--- src/rtl/accalu_pkg.sv ---
package accalu_pkg;

  localparam int unsigned DATA_W  = 8;
  localparam int unsigned WIDE_W  = 16;
  localparam int unsigned FLAGS_W = 6;
  localparam int unsigned CMD_W   = 5;

  // flag positions: H I N Z V C
  localparam int unsigned FL_C = 0;
  localparam int unsigned FL_V = 1;
  localparam int unsigned FL_Z = 2;
  localparam int unsigned FL_N = 3;
  localparam int unsigned FL_I = 4;
  localparam int unsigned FL_H = 5;

  localparam logic [FLAGS_W-1:0] FLAGS_RESET = 6'h10;
  localparam logic [1:0]         CCR_TOP     = 2'b11;

  localparam logic [DATA_W-1:0] BYTE_MSB    = 8'h80;
  localparam logic [DATA_W-1:0] BYTE_MAXPOS = 8'h7F;
  localparam logic [DATA_W-1:0] ADJ_LO      = 8'h06;
  localparam logic [DATA_W-1:0] ADJ_HI      = 8'h60;
  localparam logic [3:0]        BCD_MAX     = 4'd9;

  typedef enum logic [CMD_W-1:0] {
    CMD_ADD  = 5'd0,
    CMD_ADC  = 5'd1,
    CMD_SUB  = 5'd2,
    CMD_SBC  = 5'd3,
    CMD_AND  = 5'd4,
    CMD_OR   = 5'd5,
    CMD_EOR  = 5'd6,
    CMD_NEG  = 5'd7,
    CMD_COM  = 5'd8,
    CMD_INC  = 5'd9,
    CMD_DEC  = 5'd10,
    CMD_CLR  = 5'd11,
    CMD_TST  = 5'd12,
    CMD_ASL  = 5'd13,
    CMD_ASR  = 5'd14,
    CMD_LSR  = 5'd15,
    CMD_ROL  = 5'd16,
    CMD_ROR  = 5'd17,
    CMD_DAA  = 5'd18,
    CMD_CPX  = 5'd19,
    CMD_LD16 = 5'd20,
    CMD_LD8  = 5'd21,
    CMD_TAP  = 5'd22,
    CMD_TPA  = 5'd23,
    CMD_CLV  = 5'd24,
    CMD_SEV  = 5'd25,
    CMD_CLC  = 5'd26,
    CMD_SEC  = 5'd27,
    CMD_CLI  = 5'd28,
    CMD_SEI  = 5'd29,
    CMD_INX  = 5'd30,
    CMD_DEX  = 5'd31
  } cmd_t;

  typedef struct packed {
    logic [DATA_W-1:0]  result;
    logic [WIDE_W-1:0]  wide_result;
    logic [FLAGS_W-1:0] flags;
  } alu_out_t;

endpackage

--- src/rtl/accalu_core.sv ---
module accalu_core (
  input  accalu_pkg::cmd_t                  cmd,
  input  logic [accalu_pkg::DATA_W-1:0]     operand_a,
  input  logic [accalu_pkg::DATA_W-1:0]     operand_m,
  input  logic [accalu_pkg::WIDE_W-1:0]     index_value,
  input  logic [accalu_pkg::WIDE_W-1:0]     wide_operand,
  input  logic [accalu_pkg::FLAGS_W-1:0]    flags,
  output accalu_pkg::alu_out_t              alu_out
);

  always_comb begin
    logic [accalu_pkg::DATA_W-1:0]  a;
    logic [accalu_pkg::DATA_W-1:0]  m;
    logic [accalu_pkg::DATA_W-1:0]  res;
    logic [accalu_pkg::WIDE_W-1:0]  wres;
    logic [accalu_pkg::FLAGS_W-1:0] f;
    logic                           cin;
    logic                           ci;
    logic [accalu_pkg::DATA_W:0]    sum9;
    logic [4:0]                     half;
    logic [accalu_pkg::DATA_W:0]    dif9;
    logic                           cout;
    logic [3:0]                     hi;
    logic [3:0]                     lo;
    logic [accalu_pkg::DATA_W-1:0]  adj;
    a    = operand_a;
    m    = operand_m;
    f    = flags;
    cin  = flags[accalu_pkg::FL_C];
    res  = '0;
    wres = '0;
    ci   = (cmd == accalu_pkg::CMD_ADC || cmd == accalu_pkg::CMD_SBC) ? cin : 1'b0;
    sum9 = {1'b0, a} + {1'b0, m} + {{accalu_pkg::DATA_W{1'b0}}, ci};
    half = {1'b0, a[3:0]} + {1'b0, m[3:0]} + {4'b0, ci};
    dif9 = {1'b0, a} - {1'b0, m} - {{accalu_pkg::DATA_W{1'b0}}, ci};
    cout = 1'b0;
    hi   = a[7:4];
    lo   = a[3:0];
    adj  = '0;

    case (cmd)
      accalu_pkg::CMD_ADD, accalu_pkg::CMD_ADC: begin
        res = sum9[accalu_pkg::DATA_W-1:0];
        f[accalu_pkg::FL_H] = half[4];
        f[accalu_pkg::FL_C] = sum9[accalu_pkg::DATA_W];
        f[accalu_pkg::FL_V] = (a[7] ^ res[7]) & (m[7] ^ res[7]);
      end
      accalu_pkg::CMD_SUB, accalu_pkg::CMD_SBC: begin
        res = dif9[accalu_pkg::DATA_W-1:0];
        f[accalu_pkg::FL_C] = dif9[accalu_pkg::DATA_W];
        f[accalu_pkg::FL_V] = (a[7] ^ m[7]) & (a[7] ^ res[7]);
      end
      accalu_pkg::CMD_AND: begin
        res = a & m;
        f[accalu_pkg::FL_V] = 1'b0;
      end
      accalu_pkg::CMD_OR: begin
        res = a | m;
        f[accalu_pkg::FL_V] = 1'b0;
      end
      accalu_pkg::CMD_EOR: begin
        res = a ^ m;
        f[accalu_pkg::FL_V] = 1'b0;
      end
      accalu_pkg::CMD_NEG: begin
        res = '0 - m;
        f[accalu_pkg::FL_V] = (m == accalu_pkg::BYTE_MSB);
        f[accalu_pkg::FL_C] = (m != '0);
      end
      accalu_pkg::CMD_COM: begin
        res = ~m;
        f[accalu_pkg::FL_V] = 1'b0;
        f[accalu_pkg::FL_C] = 1'b1;
      end
      accalu_pkg::CMD_INC: begin
        res = m + 8'd1;
        f[accalu_pkg::FL_V] = (m == accalu_pkg::BYTE_MAXPOS);
      end
      accalu_pkg::CMD_DEC: begin
        res = m - 8'd1;
        f[accalu_pkg::FL_V] = (m == accalu_pkg::BYTE_MSB);
      end
      accalu_pkg::CMD_CLR: begin
        res = '0;
        f[accalu_pkg::FL_V] = 1'b0;
        f[accalu_pkg::FL_C] = 1'b0;
      end
      accalu_pkg::CMD_TST: begin
        f[accalu_pkg::FL_V] = 1'b0;
        f[accalu_pkg::FL_C] = 1'b0;
      end
      accalu_pkg::CMD_ASL: begin
        res  = {m[6:0], 1'b0};
        cout = m[7];
      end
      accalu_pkg::CMD_ASR: begin
        res  = {m[7], m[7:1]};
        cout = m[0];
      end
      accalu_pkg::CMD_LSR: begin
        res  = {1'b0, m[7:1]};
        cout = m[0];
      end
      accalu_pkg::CMD_ROL: begin
        res  = {m[6:0], cin};
        cout = m[7];
      end
      accalu_pkg::CMD_ROR: begin
        res  = {cin, m[7:1]};
        cout = m[0];
      end
      accalu_pkg::CMD_DAA: begin
        if (flags[accalu_pkg::FL_H] || lo > accalu_pkg::BCD_MAX) begin
          adj = adj | accalu_pkg::ADJ_LO;
        end
        if (cin || hi > accalu_pkg::BCD_MAX ||
            (hi == accalu_pkg::BCD_MAX && lo > accalu_pkg::BCD_MAX)) begin
          adj = adj | accalu_pkg::ADJ_HI;
        end
        res = a + adj;
        f[accalu_pkg::FL_C] = (adj & accalu_pkg::ADJ_HI) != '0;
        f[accalu_pkg::FL_V] = 1'b0;
      end
      accalu_pkg::CMD_CPX: begin
        wres = index_value - wide_operand;
        f[accalu_pkg::FL_N] = wres[accalu_pkg::WIDE_W-1];
        f[accalu_pkg::FL_Z] = (wres == '0);
        f[accalu_pkg::FL_V] = (index_value[accalu_pkg::WIDE_W-1] ^
                               wide_operand[accalu_pkg::WIDE_W-1]) &
                              (index_value[accalu_pkg::WIDE_W-1] ^
                               wres[accalu_pkg::WIDE_W-1]);
      end
      accalu_pkg::CMD_LD16: begin
        f[accalu_pkg::FL_N] = wide_operand[accalu_pkg::WIDE_W-1];
        f[accalu_pkg::FL_Z] = (wide_operand == '0);
        f[accalu_pkg::FL_V] = 1'b0;
      end
      accalu_pkg::CMD_LD8: begin
        res = m;
        f[accalu_pkg::FL_V] = 1'b0;
      end
      accalu_pkg::CMD_TAP: f = a[accalu_pkg::FLAGS_W-1:0];
      accalu_pkg::CMD_TPA: res = {accalu_pkg::CCR_TOP, flags};
      accalu_pkg::CMD_CLV: f[accalu_pkg::FL_V] = 1'b0;
      accalu_pkg::CMD_SEV: f[accalu_pkg::FL_V] = 1'b1;
      accalu_pkg::CMD_CLC: f[accalu_pkg::FL_C] = 1'b0;
      accalu_pkg::CMD_SEC: f[accalu_pkg::FL_C] = 1'b1;
      accalu_pkg::CMD_CLI: f[accalu_pkg::FL_I] = 1'b0;
      accalu_pkg::CMD_SEI: f[accalu_pkg::FL_I] = 1'b1;
      accalu_pkg::CMD_INX: begin
        wres = index_value + 16'd1;
        f[accalu_pkg::FL_Z] = (wres == '0);
      end
      default: begin
        wres = index_value - 16'd1;
        f[accalu_pkg::FL_Z] = (wres == '0);
      end
    endcase

    // 8-bit n and z
    case (cmd)
      accalu_pkg::CMD_ADD, accalu_pkg::CMD_ADC, accalu_pkg::CMD_SUB,
      accalu_pkg::CMD_SBC, accalu_pkg::CMD_AND, accalu_pkg::CMD_OR,
      accalu_pkg::CMD_EOR, accalu_pkg::CMD_NEG, accalu_pkg::CMD_COM,
      accalu_pkg::CMD_INC, accalu_pkg::CMD_DEC, accalu_pkg::CMD_CLR,
      accalu_pkg::CMD_ASL, accalu_pkg::CMD_ASR, accalu_pkg::CMD_LSR,
      accalu_pkg::CMD_ROL, accalu_pkg::CMD_ROR, accalu_pkg::CMD_DAA,
      accalu_pkg::CMD_LD8: begin
        f[accalu_pkg::FL_N] = res[accalu_pkg::DATA_W-1];
        f[accalu_pkg::FL_Z] = (res == '0);
      end
      accalu_pkg::CMD_TST: begin
        f[accalu_pkg::FL_N] = m[accalu_pkg::DATA_W-1];
        f[accalu_pkg::FL_Z] = (m == '0);
      end
      default: ;
    endcase

    // shifts and rotates
    case (cmd)
      accalu_pkg::CMD_ASL, accalu_pkg::CMD_ASR, accalu_pkg::CMD_LSR,
      accalu_pkg::CMD_ROL, accalu_pkg::CMD_ROR: begin
        f[accalu_pkg::FL_C] = cout;
        f[accalu_pkg::FL_V] = res[accalu_pkg::DATA_W-1] ^ cout;
      end
      default: ;
    endcase

    alu_out.result      = res;
    alu_out.wide_result = wres;
    alu_out.flags       = f;
  end

endmodule

--- src/rtl/accumulator_alu_with_condition_codes_top.sv ---
// channel | beat fields                                          | handshake
// in      | cmd operand_a operand_m index_value wide_operand     | in_valid / in_ready
// out     | result wide_result ccr                               | out_valid / out_ready
//
// one beat per cycle sustained while out_ready is high; an accepted beat reaches the output
// through the input register, the single-pass alu and the result register
// flags update as a beat moves into the result register, so the next beat sees them
// reset is synchronous; flags come up with only i set, both stages empty
// a stalled output holds its beat, and the input stage keeps one beat behind it
module accumulator_alu_with_condition_codes_top (
  input  logic                               clk,
  input  logic                               rst,
  input  logic                               in_valid,
  output logic                               in_ready,
  input  logic [accalu_pkg::CMD_W-1:0]       cmd,
  input  logic [accalu_pkg::DATA_W-1:0]      operand_a,
  input  logic [accalu_pkg::DATA_W-1:0]      operand_m,
  input  logic [accalu_pkg::WIDE_W-1:0]      index_value,
  input  logic [accalu_pkg::WIDE_W-1:0]      wide_operand,
  output logic                               out_valid,
  input  logic                               out_ready,
  output logic [accalu_pkg::DATA_W-1:0]      result,
  output logic [accalu_pkg::WIDE_W-1:0]      wide_result,
  output logic [accalu_pkg::DATA_W-1:0]      ccr
);

  logic                            s1_valid;
  accalu_pkg::cmd_t                s1_cmd;
  logic [accalu_pkg::DATA_W-1:0]   s1_a;
  logic [accalu_pkg::DATA_W-1:0]   s1_m;
  logic [accalu_pkg::WIDE_W-1:0]   s1_x;
  logic [accalu_pkg::WIDE_W-1:0]   s1_w;
  logic [accalu_pkg::FLAGS_W-1:0]  flags;
  logic [accalu_pkg::FLAGS_W-1:0]  out_flags;
  accalu_pkg::alu_out_t            alu_out;
  logic                            advance;

  assign advance  = s1_valid && (!out_valid || out_ready);
  assign in_ready = !s1_valid || advance;

  accalu_core u_core (
    .cmd          (s1_cmd),
    .operand_a    (s1_a),
    .operand_m    (s1_m),
    .index_value  (s1_x),
    .wide_operand (s1_w),
    .flags        (flags),
    .alu_out      (alu_out)
  );

  always_ff @(posedge clk) begin
    if (rst) begin
      s1_valid <= 1'b0;
    end else if (in_ready) begin
      s1_valid <= in_valid;
    end
    if (in_valid && in_ready) begin
      s1_cmd <= accalu_pkg::cmd_t'(cmd);
      s1_a   <= operand_a;
      s1_m   <= operand_m;
      s1_x   <= index_value;
      s1_w   <= wide_operand;
    end
  end

  always_ff @(posedge clk) begin
    if (rst) begin
      out_valid <= 1'b0;
      flags     <= accalu_pkg::FLAGS_RESET;
    end else begin
      if (advance) begin
        out_valid <= 1'b1;
        flags     <= alu_out.flags;
      end else if (out_ready) begin
        out_valid <= 1'b0;
      end
    end
    if (advance) begin
      result      <= alu_out.result;
      wide_result <= alu_out.wide_result;
      out_flags   <= alu_out.flags;
    end
  end

  assign ccr = {accalu_pkg::CCR_TOP, out_flags};

endmodule

--- config.mk ---
export PLATFORM = sky130hd
export DESIGN_NAME = accumulator_alu_with_condition_codes_top
export DESIGN_NICKNAME = d
export VERILOG_FILES = /design/src/rtl/accalu_pkg.sv /design/src/rtl/accalu_core.sv /design/src/rtl/accumulator_alu_with_condition_codes_top.sv
export SDC_FILE = /design/constraint.sdc
export NUM_CORES = 1
export LEC_CHECK = 0
export BUFFER_PORTS_ARGS = -buffer_cell sky130_fd_sc_hd__buf_2
export CORE_MARGIN = 2
export CORE_UTILIZATION = 33
export CTS_BUF_LIST = sky130_fd_sc_hd__clkbuf_4 sky130_fd_sc_hd__clkbuf_8
export CTS_CLUSTER_DIAMETER = 50
export DETAILED_ROUTE_END_ITERATION = 7
export SLEW_MARGIN = 20
export SYNTH_ARGS = -nofsm -noshare
export SYNTH_HDL_FRONTEND = slang
export SYNTH_SLANG_ARGS = --single-unit
export TNS_END_PERCENT = 20
--- constraint.sdc ---
create_clock -name clk -period 5.3 [get_ports clk]
set_input_delay 0 -clock clk [delete_from_list [all_inputs] [get_ports clk]]
set_output_delay 0 -clock clk [all_outputs]
set_load 0.05 [all_outputs]
-- After elaboration in Yosys (flattened, before gate mapping)
Index checks and enable logic that the tools add are counted.
- output and inout bits: 34
- bits of input ports: 57
- flip-flop bits (word level): 91
- logic and storage cells: 123
- reduce and logical (&&, ||, !) cells: 33
- add/sub/neg operators: 13
- order comparisons: 2
- eq/ne operators: 33
- bitwise logic cells: 14
- muxes and demuxes: 17
- operators with widths (kind ; number):
    $pmux 8 s17 ; 1
    $eq 5x5->1 const B ; 15
    $logic_not 16->1 ; 4
    $pmux 16 s3 ; 1
    $eq 5x4->1 const B ; 8
    $reduce_or 29->1 ; 1
    $reduce_or 26->1 ; 1
    $eq 5x3->1 const B ; 4
    $reduce_or 19->1 ; 1
    $add 16x1->16 const B ; 1
    $logic_not 8->1 ; 2
    $reduce_bool 8->1 ; 2
    $sub 16x1->16 const B ; 1
    $sub 16x16->16 ; 1
    $eq 5x2->1 const B ; 2
    $reduce_or 10->1 ; 1
    $reduce_or 2->1 ; 5
    $add 8x8->9 ; 1
    $add 9x1->9 ; 1
    $sub 8x8->9 ; 1
    $sub 9x1->9 ; 1
    $add 8x1->8 const B ; 1
    $add 8x8->8 ; 1
    $and 8x8->8 ; 1
    32 further kinds ; 54

-- Depth between registers and ports, before layout
Gate-level depths: netlist of the first run.
- word-level depth: 9
- mapped depth: 18

-- Modules after synthesis
Synthesis of the first run repeated with hierarchy kept, for this count alone.
- cells, all modules: 878
- area, all modules: 7938.9 um^2
- modules (own cells, without submodules) (module ; seq. area each (um^2) ; area an instance (um^2) ; cells an instance ; instances):
    accalu_core ; 0.0 ; 5074.9 ; 756 ; 1
    accumulator_alu_with_condition_codes_top ; 2652.5 ; 2864.0 ; 122 ; 1

-- Worst setup path before layout of the first run
OpenSTA, ideal clock, no wires.
- path kind: register to register
- start point: register s1_cmd[2]
- end point: register out_flags[1] in the netlist's numbering (data pin)
- slack: 1.343 ns
- stages on the path, launching flop included: 14
- path buffers: 1
- arrival: 3.687 ns
- data required time: 5.030 ns
- cell sequence: edfxtp_1 buf_6 or3b_2 nor2_1 ha_1 and2_1 a221o_1 o21a_1 o311ai_0 mux2i_1 a211oi_4 xnor2_1 a211oi_2 nand2_1
- RTL lines (element ; RTL line ; text):
    start: declaration ; accumulator_alu_with_condition_codes_top.sv:28 ; accalu_pkg::cmd_t s1_cmd;
    start signal: assignment ; accumulator_alu_with_condition_codes_top.sv:58 ; s1_cmd <= accalu_pkg::cmd_t'(cmd);
    end signal: assignment ; accumulator_alu_with_condition_codes_top.sv:81 ; out_flags <= alu_out.flags;
    end: declaration ; accumulator_alu_with_condition_codes_top.sv:34 ; logic [accalu_pkg::FLAGS_W-1:0] out_flags;

==> results of run 1 <==
==> sequential cells by signal (all words and copies together), names as in the netlist <==
| name | flops |
|---|---|
| s1_a | 8 |
| s1_m | 8 |
| flags | 6 |
| out_flags | 6 |
| out_valid | 1 |
| s1_cmd | 5 |
| s1_valid | 1 |
| s1_x | 16 |
| s1_w | 16 |
| wide_result | 16 |
| result | 8 |
==> per-stage QoR <==
step                      worst slack [ns]  utilization, %  std cells
after floorplan                       1.34               -        919
after global placement                1.06            36.1       1283
after detailed placement              1.01            36.1       1283
after CTS                            0.975            39.2       1356
after global routing                 0.569            39.3       1357
final                                0.937            39.3       1357
==> routing by layer <==
metal  up-vias  track usage [%]  routed length, um
li1       3693                -                  -
met1      3626             29.5              12100
met2       374             29.5              11300
met3        58             3.85               2240
met4         0             6.96                759
met5         -                0                  0
==> area by class of cell <==
cell class | instances | area, um^2
tap | 324 | 405
multi-input combinational | 712 | 4940
clock buffer | 9 | 124
fill | 2468 | 14700
sequential | 91 | 2650
timing repair buffer | 156 | 1110
inverter | 58 | 218
clock inverter | 7 | 58.8
==> kinds of logic after synthesis <==
logic type,synth area share [%]
simple gates,20.9
other cells,0.0464
mux,1.11
xor+xnor,4.87
flops,32.8
buf+inv,6.27
fa+ha+maj,11.0
compound gates,22.9
==> power by group through the flow <==
stage               registers [mW]  logic, mW  clock network (mW)
floorplan                    0.929      0.399                   0
global placement             0.914      0.585                   0
detailed placement           0.913      0.586                   0
CTS                          0.897      0.621               0.488
global route                 0.904      0.688               0.507
finish                       0.898      0.632               0.475
==> synth_stat cells, drive strengths merged, types with 5 or more instances <==
cell type,instances,area share [%]
a221oi,10,1.1
a31oi,17,1.3
xor2,14,1.5
a22oi,8,0.74
a21o,14,1.3
buf,22,1.8
or2,7,0.54
o32ai,6,0.65
o22ai,12,0.93
xnor2,31,3.4
o2111ai,5,0.54
nor3b,15,1.4
nand3,30,1.9
nor4,17,1.3
nand2,69,3.2
nor2,76,3.5
fa,7,1.7
inv,57,2.6
clkbuf,36,1.8
o21ai,42,2.6
a32oi,7,0.76
o21a,5,0.46
nand4,13,1.0
and2,5,0.39
nor3,29,1.9
mux2i,9,1.1
nand2b,8,0.62
o211ai,10,0.93
o221ai,7,0.76
a21oi,56,3.5
edfxtp,83,31
a221o,8,0.99
nor4b,6,0.65
dfxtp,8,2.0
nor2b,13,1.0
a211oi,11,1.2
and3,10,0.77
ha,60,9.3
==> path summary, 6_finish.rpt <==
| path | cells after the start | from | slack, ns | to |
|---|---|---|---|---|
| worst min-delay path | 2 | operand_m[2] | 0.29 | s1_m[2] |
| worst max register to register | 12 | s1_cmd[2] | 0.94 | out_flags[1] |
| worst min register to register | 2 | s1_valid | 0.51 | out_valid |
| worst max-delay path | 12 | s1_cmd[2] | 0.94 | out_flags[1] |
==> cell usage in the layout, fill, tap and decap left out, types with 17 or more instances in the layout <==
cell type and count:
a21oi_1 56, a31oi_1 17, buf_2 88, dlygate4sd3_1 57
edfxtp_1 83, ha_1 60, inv_1 57, nand2_1 69
nand3_1 30, nor2_1 76, nor3_1 28, nor4_1 17
o21ai_0 42, xnor2_1 31
==> repair_timing <==
item | in CTS | in global routing
hold buffers | 57 | 0
setup buffers | 0 | 0
endpoints found under the setup margin | 0 | 0
endpoints found under the hold margin | 61 | 0
==> summary.md, run 1 <==
| Metric | Value |
|---|---|
| Outcome | completed |
| Peak supply drop | 0.122 mV |
| Max-slew violations | 0 |
| Final hold slack | around 0.29 ns |
| Switching share of power | 37.2% |
| Die width | 161 um |
| Crit end category | flop |
| Worst hold-check path type | primary input to flop |
| Rows | 57 |
| Buffers on Ports | 88 |
| Crit path max-delay cell type | or3b_2 |
| #FFs+latches synth | about 90 |
| CP Launch Type | flop |
| Worst Skew | 0.0234 ns |
| CTS resizes | 0 |
| Slew @ Worst Pin | 1.09 ns |
| Synth Flop Type | edfxtp_1 |
| DRT antenna net count | 0 |
| Tot Pwr | between 2 and 2.5 mW |
| Relative slew slack | a little over a quarter |
| Buf+Inv Stages, Crit Path | 0 |
| Mapped Area | 8090 um^2 |
| Final hold viol count | 0 |
| DRC errors left | 0 |
| Boundary pin count | 91 |
| Hpwl dp | between 15000 and 20000 um |
| Clock power share | a little under a quarter |
| CTS H-tree depth | 3 |
| First-pass GRT wire length | ~40000 um |
| Die footprint | 25800 um^2 |
| WL/cell | approximately 19 um |
| TNS Setup | 0 ns |
| Ratio of cells with drive above 1 in the final layout | a little over an eighth |
| First-pass DRT Iterations | 5 |
| RSZ-0062 raised after global routing | false |
| Sw power | 0.745 mW |
| WP data arrival | ~4.5 ns |
| Antenna diodes | 0 |
| Fmax | approximately 0.23 GHz |
| Height of the die | 161 um |
| Final instance area | 9510 um^2 |
| Initial antenna violation count | 0 |
| Iteration-0 DRC count of the detailed router | between 900 and 1000 |
| Mapped Cells | a little over 900 |
| Leakage | between 3 and 4 nW |
| Pwr Density | ~210 nW/um^2 |
| Clock buffer depth | 2 |
| Mapped Avg Cell Area | 8.81 um^2 |
| CTS clk-pin slew, worst paths | around 0.12 ns |
| Internal | 1.26 mW |
| Vias | 7751 |
| GP Congestion | a little under 1 |
| Seq/Total Area, Yosys | between 30% and 40% |
| Setup Crit Path Kind | flop to flop |
| Initial Util | roughly a third |
| Largest fanout on the critical path | 7 |
| Area post-placement | roughly 8700 um^2 |
| Overall Global Routing Usage | 20.1% |
| Worst stage delay on the critical path | between 0.5 and 0.6 ns |
| Post-layout minimum cycle time | ~4.4 ns |
| Global route overflow | 0 |
| Fin nets | between 1000 and 1500 |
| Crit path max-delay family | compound AO/OA/AOI/OAI gates |
| Vias per inst | around 5.7 |
| Final worst-path cycle share | around 82% |
| Critical Path RT | around 5.5 ns |
| Largest net degree at the start of global routing | 54 |
| CTS tree | yes |
| Share of power burned in registers | roughly 45% |
| Clock Latency Late Sink | around 0.40 ns |
| DRT Wirelength | between 20000 and 30000 um |
| Logic gate share of total power | a little under a third |
| Post-synthesis cell type count | slightly above 80 |
| Yosys warning total | 0 |
| Worst-path cell chain | or3b_2, nor2_1, ha_1, and2_1, a221o_1, o21a_1, o311ai_0, mux2i_1, a211oi_4, xnor2_1, a211oi_2, nand2_1 |
| CTS Root Cell | clkbuf_8 |
| Cts bufs inserted | 9 |
| Vias in the first global route | between 7000 and 8000 |
| Area growth, synth to finish | 17.6% |
| Asr flop ratio synth | 0% |
| Max-cap viol count | 0 |
| Final setup fails | 0 |
| Clk sinks | between 90 and 100 |
| Core footprint | around 24000 um^2 |
| Post-synth EDFFs | 83 |
Note: power is estimated with default switching activity, not from simulation.
==> inputs of run 2 (changes only) <==
clock period = 3.9 ns   (was 5.3 ns; I/O delays follow)
==> summary.md, run 2 (synthesis results as in run 1) <==
| Metric | Value |
|---|---|
| Post-route non-filler standard cell count | between 1000 and 1500 |
| WL/cell | a little under 20 um |
| Clock Latency Late Sink | 0.41 ns |
| Most common cell after layout, fill and taps aside | buf_2 |
| Die footprint | approximately 26000 um^2 |
| RSZ-0062 raised after global routing | false |
| Antenna diodes | 0 |
| GP Congestion | just under 1 |
| CTS H-tree depth | 3 |
| First-pass DRT Iterations | 6 |
| DRT antenna net count | 0 |
| Clock buffer depth | 2 |
| Max-slew violations | 0 |
| Fin nets | 1192 |
| Vias | roughly 8000 |
| Leakage | approximately 3.9 nW |
| TNS Setup | 0 ns |
| Core footprint | 24200 um^2 |
| Tot Pwr | approximately 2.8 mW |
| WP data arrival | between 3 and 4 ns |
| Rows | 57 |
| DRT Wirelength | ~28000 um |
| Post-layout minimum cycle time | 3.65 ns |
| Global route overflow | 0 |
| Final worst-path cycle share | between 90% and 100% |
| CP Launch Type | flop |
| Pwr Density | 282 nW/um^2 |
| Outcome | completed |
| Commonest cells after routing, fill and taps aside | 88 x buf_2, 83 x edfxtp_1, 75 x nor2_1 |
| Buffers on Ports | 88 |
| Overall Global Routing Usage | a little over a fifth |
| Height of the die | 161 um |
| Worst Skew | about 0.018 ns |
| Setup Crit Path Kind | flop to flop |
| Max-cap viol count | 0 |
| FF-to-FF setup slack | around 0.25 ns |
| CTS Root Cell | clkbuf_8 |
| Ratio of cells with drive above 1 in the final layout | between 15 and 20% |
| Crit path max-delay cell type | or3b_2 |
| Worst stage delay on the critical path | between 0.5 and 0.6 ns |
| Clk sinks | 91 |
| Placed cells | around 1300 |
| Area growth, synth to finish | 21.4% |
| CTS tree | yes |
| Crit path max-delay family | compound AO/OA/AOI/OAI gates |
| Worst hold-check path type | primary input to flop |
| Final setup fails | 0 |
| Peak supply drop | 0.128 mV |
| Fmax | around 0.27 GHz |
| DRC errors left | 0 |
| Iteration-0 DRC count of the detailed router | 954 |
| CTS clk-pin slew, worst paths | about 0.11 ns |
| Relative slew slack | between 40 and 50% |
| Worst-path cell chain | or3b_2, nor2_4, ha_1, and2_1, a221o_1, o21a_1, o311ai_1, buf_4, mux2i_4, a211oi_4, xnor2_1, a211oi_2, nand2_1 |
| Vias in the first global route | 7424 |
| Initial antenna violation count | 0 |
| Cts bufs inserted | 9 |
| First-pass GRT wire length | 42300 um |
| Largest fanout on the critical path | 4 |
| Crit end category | flop |
| Boundary pin count | around 90 |
| Critical Path RT | around 4 ns |
| Initial Util | between 30% and 40% |
| Die width | ~160 um |
| Slew @ Worst Pin | between 0.8 and 0.9 ns |
| Largest net degree at the start of global routing | 42 |
| Buf+Inv Stages, Crit Path | 1 |
| Largest registers | s1_w (16), s1_x (16), wide_result (16) |
| Hpwl dp | 20600 um |
| Final hold viol count | 0 |
| Fillers | 2428 |
| Vias per inst | roughly 5.7 |
## run 2: timing repair
action / 4_1_cts / 5_1_grt
hold endpoints to repair: 61 / 0
buffers inserted: 0 / 0
endpoints found under the setup margin: 0 / 5
hold buffers: 57 / 0
resized for setup: 0 / 5
## run 2: path summary, 6_finish.rpt
path,startpoint,to,cells past startpoint
min,operand_m[2],s1_m[2],2
max,s1_cmd[2],out_flags[1],13
max reg2reg,s1_cmd[2],out_flags[1],13
min reg2reg,flags[3],flags[3],2
## run 2: power breakdown
group | switching (mW) | internal (mW) | total, mW
Sequential | 0.0497 | 1.13 | 1.18
Clock | 0.399 | 0.238 | 0.637
Combinational | 0.585 | 0.364 | 0.949
Total | 1.03 | 1.74 | 2.77
## run 2: layout make-up
type | instances | area [um^2] | area share, %
multi-input combinational | 712 | 4960 | 50.5
timing repair buffer | 196 | 1410 | 14.4
inverter | 58 | 218 | 2.22
clock buffer | 9 | 124 | 1.26
clock inverter | 6 | 47.5 | 0.484
tap | 324 | 405 | 4.13
sequential | 91 | 2650 | 27.0
## run 2: through the flow
stage / instance area (um^2) / hold slack, ns / worst slack [ns] / util, %
2_1_floorplan: 8090 / 0.0989 / 0.0603 / -
3_3_place_gp: 9030 / 0.177 / 0.142 / 37.4
3_5_place_dp: 9030 / 0.178 / 0.102 / 37.4
4_1_cts: 9780 / 0.285 / 0.0679 / 40.4
5_1_grt: 9820 / 0.292 / 0.0656 / 40.6
6_report: 9820 / 0.298 / 0.254 / 40.6
## run 2: routing by layer
| layer | part of all wire [%] | wire (um) | global-route usage [%] |
|---|---|---|---|
| met2 | 42 | 11600 | 30.9 |
| met5 | 0 | 0 | 0 |
| met1 | 46 | 12700 | 31.0 |
| met3 | 8.6 | 2380 | 4.05 |
| met4 | 2.9 | 802 | 7.17 |
==> inputs of run 3 (changes only) <==
ABC_AREA = 1   (was not set)
CORE_UTILIZATION = 56   (was 33)
PLACE_DENSITY = 0.8   (was not set)
==> summary.md, run 3 <==
| Metric | Value |
|---|---|
| Worst-path cell chain | nor2_4, nand3_1, nand2_1, inv_1, nor2_2, inv_1, fa_1, fa_1, nand4_1, nand3_1, nand2_1, nand2_1, a21oi_1, nand2_1, nand2_1, nor2_1, o21ai_0, nand2_1, o21ai_0, inv_1 |
| RSZ-0062 raised after global routing | false |
| Cell with the most instances after synthesis | nand2_1 |
| Post-Synth XOR/XNOR Area | under 10% |
| Iteration-0 DRC count of the detailed router | 1471 |
| Vias in the first global route | a little under 8000 |
| GP Congestion | ~1.0 |
| Vias | 8829 |
| Vias per inst | 5.70 |
| CTS H-tree depth | 3 |
| Slew @ Worst Pin | between 0.8 and 0.9 ns |
| Synth top area share | 30.2% |
| Initial Util | between 50% and 60% |
| Hpwl dp | approximately 20000 um |
| Largest cells by area after synthesis | edfxtp_1 30%, nand2_1 15%, ha_1 9.1% |
| Critical Path RT | 4.19 ns |
| Worst hold-check path type | primary input to flop |
| Crit path max-delay cell type | edfxtp_1 |
| Largest net degree at the start of global routing | between 50 and 60 |
| Tot Pwr | ~2.7 mW |
| Mapped Area | just over 8000 um^2 |
| Synth Flop Type | edfxtp_1 |
| Post-layout minimum cycle time | about 3.5 ns |
| Cell mode on critical path | nand2_1 |
| Post-synth EDFFs | 83 |
| Rows | 44 |
| Cts bufs inserted | 9 |
| Post-synthesis mux area share | 0% |
| Fmax | between 0.2 and 0.3 GHz |
| Switching share of power | about two fifths |
| DRT Wirelength | around 26000 um |
| CP Launch Type | flop |
| Core footprint | about 14000 um^2 |
| Clock buffer depth | 2 |
| Leakage | between 4 and 5 nW |
| Fin nets | 1483 |
| WP data arrival | about 3.8 ns |
| Final setup fails | 0 |
| Clock power share | 22.7% |
| Mapped Cells | 1207 |
| Ratio of cells with drive above 1 in the final layout | around a tenth |
| DRC errors left | 0 |
| Post-synth top cells | 337 x nand2_1, 179 x inv_1, 148 x nor2_1 |
| DRT antenna net count | 0 |
| Post-synthesis adder-cell area fraction | around 11% |
| Most common cell after layout, fill and taps aside | nand2_1 |
| Relative slew slack | between 40% and 50% |
| Seq/Total Area, Yosys | 32.1% |
| Complex-gate fraction of the synthesized area | 8.16% |
| Dominant cell type by area after synthesis | edfxtp_1 |
| Overall Global Routing Usage | 32.5% |
| CTS tree | yes |
| First-pass GRT wire length | 40600 um |
| Share of power burned in registers | 43.9% |
| Max-slew violations | 0 |
| Largest family of logic cells by synthesized area | simple AND/OR/NAND/NOR gates |
| Pwr Density | 283 nW/um^2 |
| CTS Root Cell | clkbuf_8 |
| Yosys warning total | 0 |
| Final hold viol count | 0 |
| Sw power | between 1 and 1.5 mW |
| Logic gate share of total power | between 30% and 40% |
| Setup Crit Path Kind | flop to flop |
| Global route overflow | 0 |
| Die width | 125 um |
| Largest fanout on the critical path | 10 |
| Clk sinks | 91 |
| Initial antenna violation count | 0 |
| Height of the die | roughly 130 um |
| Crit end category | flop |
| Clock Latency Late Sink | a little under 0.4 ns |
| Outcome | completed |
| Max-cap viol count | 0 |
| Worst stage delay on the critical path | just under 0.5 ns |
| Asr flop ratio synth | 0% |
| Die footprint | 15700 um^2 |
| Largest registers | s1_w (16), s1_x (16), wide_result (16) |
| Area growth, synth to finish | 17.4% |
| CTS clk-pin slew, worst paths | 0.10 ns |
| Buffers on Ports | 88 |
| Simple-gate portion of the synthesized area | around 37% |
| Antenna diodes | 0 |
| Post-synthesis cell type count | 44 |
| Fillers | approximately 1300 |
| First-pass DRT Iterations | 8 |
| Final worst-path cycle share | 90.6% |
| Worst Skew | 0.0173 ns |
| TNS Setup | 0 ns |
| Internal | ~1.7 mW |
| Commonest cells after routing, fill and taps aside | 337 x nand2_1, 177 x inv_1, 147 x nor2_1 |
| Mapped Avg Cell Area | between 6 and 7 um^2 |
| Boundary pin count | slightly above 90 |
| #FFs+latches synth | between 90 and 100 |
| Peak supply drop | about 0.29 mV |
| WL/cell | about 17 um |
## run 3: cell count changes in the layout (fill, tap and decap cells not counted), sizes merged, moves of 12 or more
cell and change:
a21o -14, nor3 -17, buf -39, nand2 +272, a21oi -13, nand4 +20, nor4 -12, a31oi -15
nor2b -13, nand3 +106, nor3b -15, inv +125, xnor2 -26, nor2 +78
## run 3: through the flow
step / hold WS, ns / util, % / setup slack, ns / instance area, um^2 / instances
6_report: 0.311 / 67.0 / 0.366 / 9700 / 1548
5_1_grt: 0.302 / 67.0 / 0.0349 / 9700 / 1548
4_1_cts: 0.296 / 66.8 / 0.264 / 9670 / 1545
3_5_place_dp: 0.178 / 61.6 / 0.329 / 8910 / 1473
3_3_place_gp: 0.176 / 61.6 / 0.467 / 8910 / 1473
2_1_floorplan: 0.0989 / - / 0.822 / 8270 / 1208
## run 3: kinds of logic after synthesis
group | after synthesis
AO/OA/AOI/OAI | 118
AND/OR/NAND/NOR | 699
adder cells (fa/ha/maj) | 67
XOR/XNOR | 25
other | 1
flip-flops | 91
buffers and inverters | 206
## run 3: metal layers
metal,share of wire (%),up-vias,track usage (%)
met3,14,54,7.96
met5,0,-,0
met2,41,571,46.8
met4,1.6,0,6.67
li1,-,4281,-
met1,44,3923,49.6
## run 3: final timing paths
check | start | slack, ns | cells past startpoint | to
worst max-delay path | s1_cmd[3] | 0.37 | 20 | flags[0]
worst min-delay path | index_value[0] | 0.31 | 2 | s1_x[0]
worst max register to register | s1_cmd[3] | 0.37 | 20 | flags[0]
worst min register to register | out_valid | 0.52 | 2 | out_valid
## run 3: what timing repair did
item | 4_1_cts | 5_1_grt
gates resized for setup | 0 | 3
hold buffers | 56 | 0
setup endpoints to repair | 0 | 7
setup buffers | 0 | 3
hold endpoints to repair | 61 | 0
## run 3: critical path: cells and delay by family (launching register included)
family,cells,cell delay [ns]
flops,1,0.49
simple gates,12,1.37
fa+ha+maj,2,0.89
buf+inv,3,0.18
compound gates,3,0.49
## run 3: final cells by class
type / count / area [um^2] / share of cell area [%]
Multi-Input combinational cell: 911 / 4820 / 49.7
Inverter: 190 / 714 / 7.36
Sequential cell: 91 / 2650 / 27.3
Clock buffer: 9 / 124 / 1.28
Tap cell: 184 / 230 / 2.37
Timing Repair Buffer: 156 / 1090 / 11.2
Clock inverter: 7 / 67.6 / 0.696
## run 3: power by group through the flow
stage | Sequential [mW] | Combinational, mW | Clock, mW
6_report | 1.21 | 0.915 | 0.623
5_1_grt | 1.21 | 1.01 | 0.671
4_1_cts | 1.20 | 0.882 | 0.632
3_5_place_dp | 1.23 | 0.836 | 0
3_3_place_gp | 1.22 | 0.820 | 0
2_1_floorplan | 1.29 | 0.536 | 0
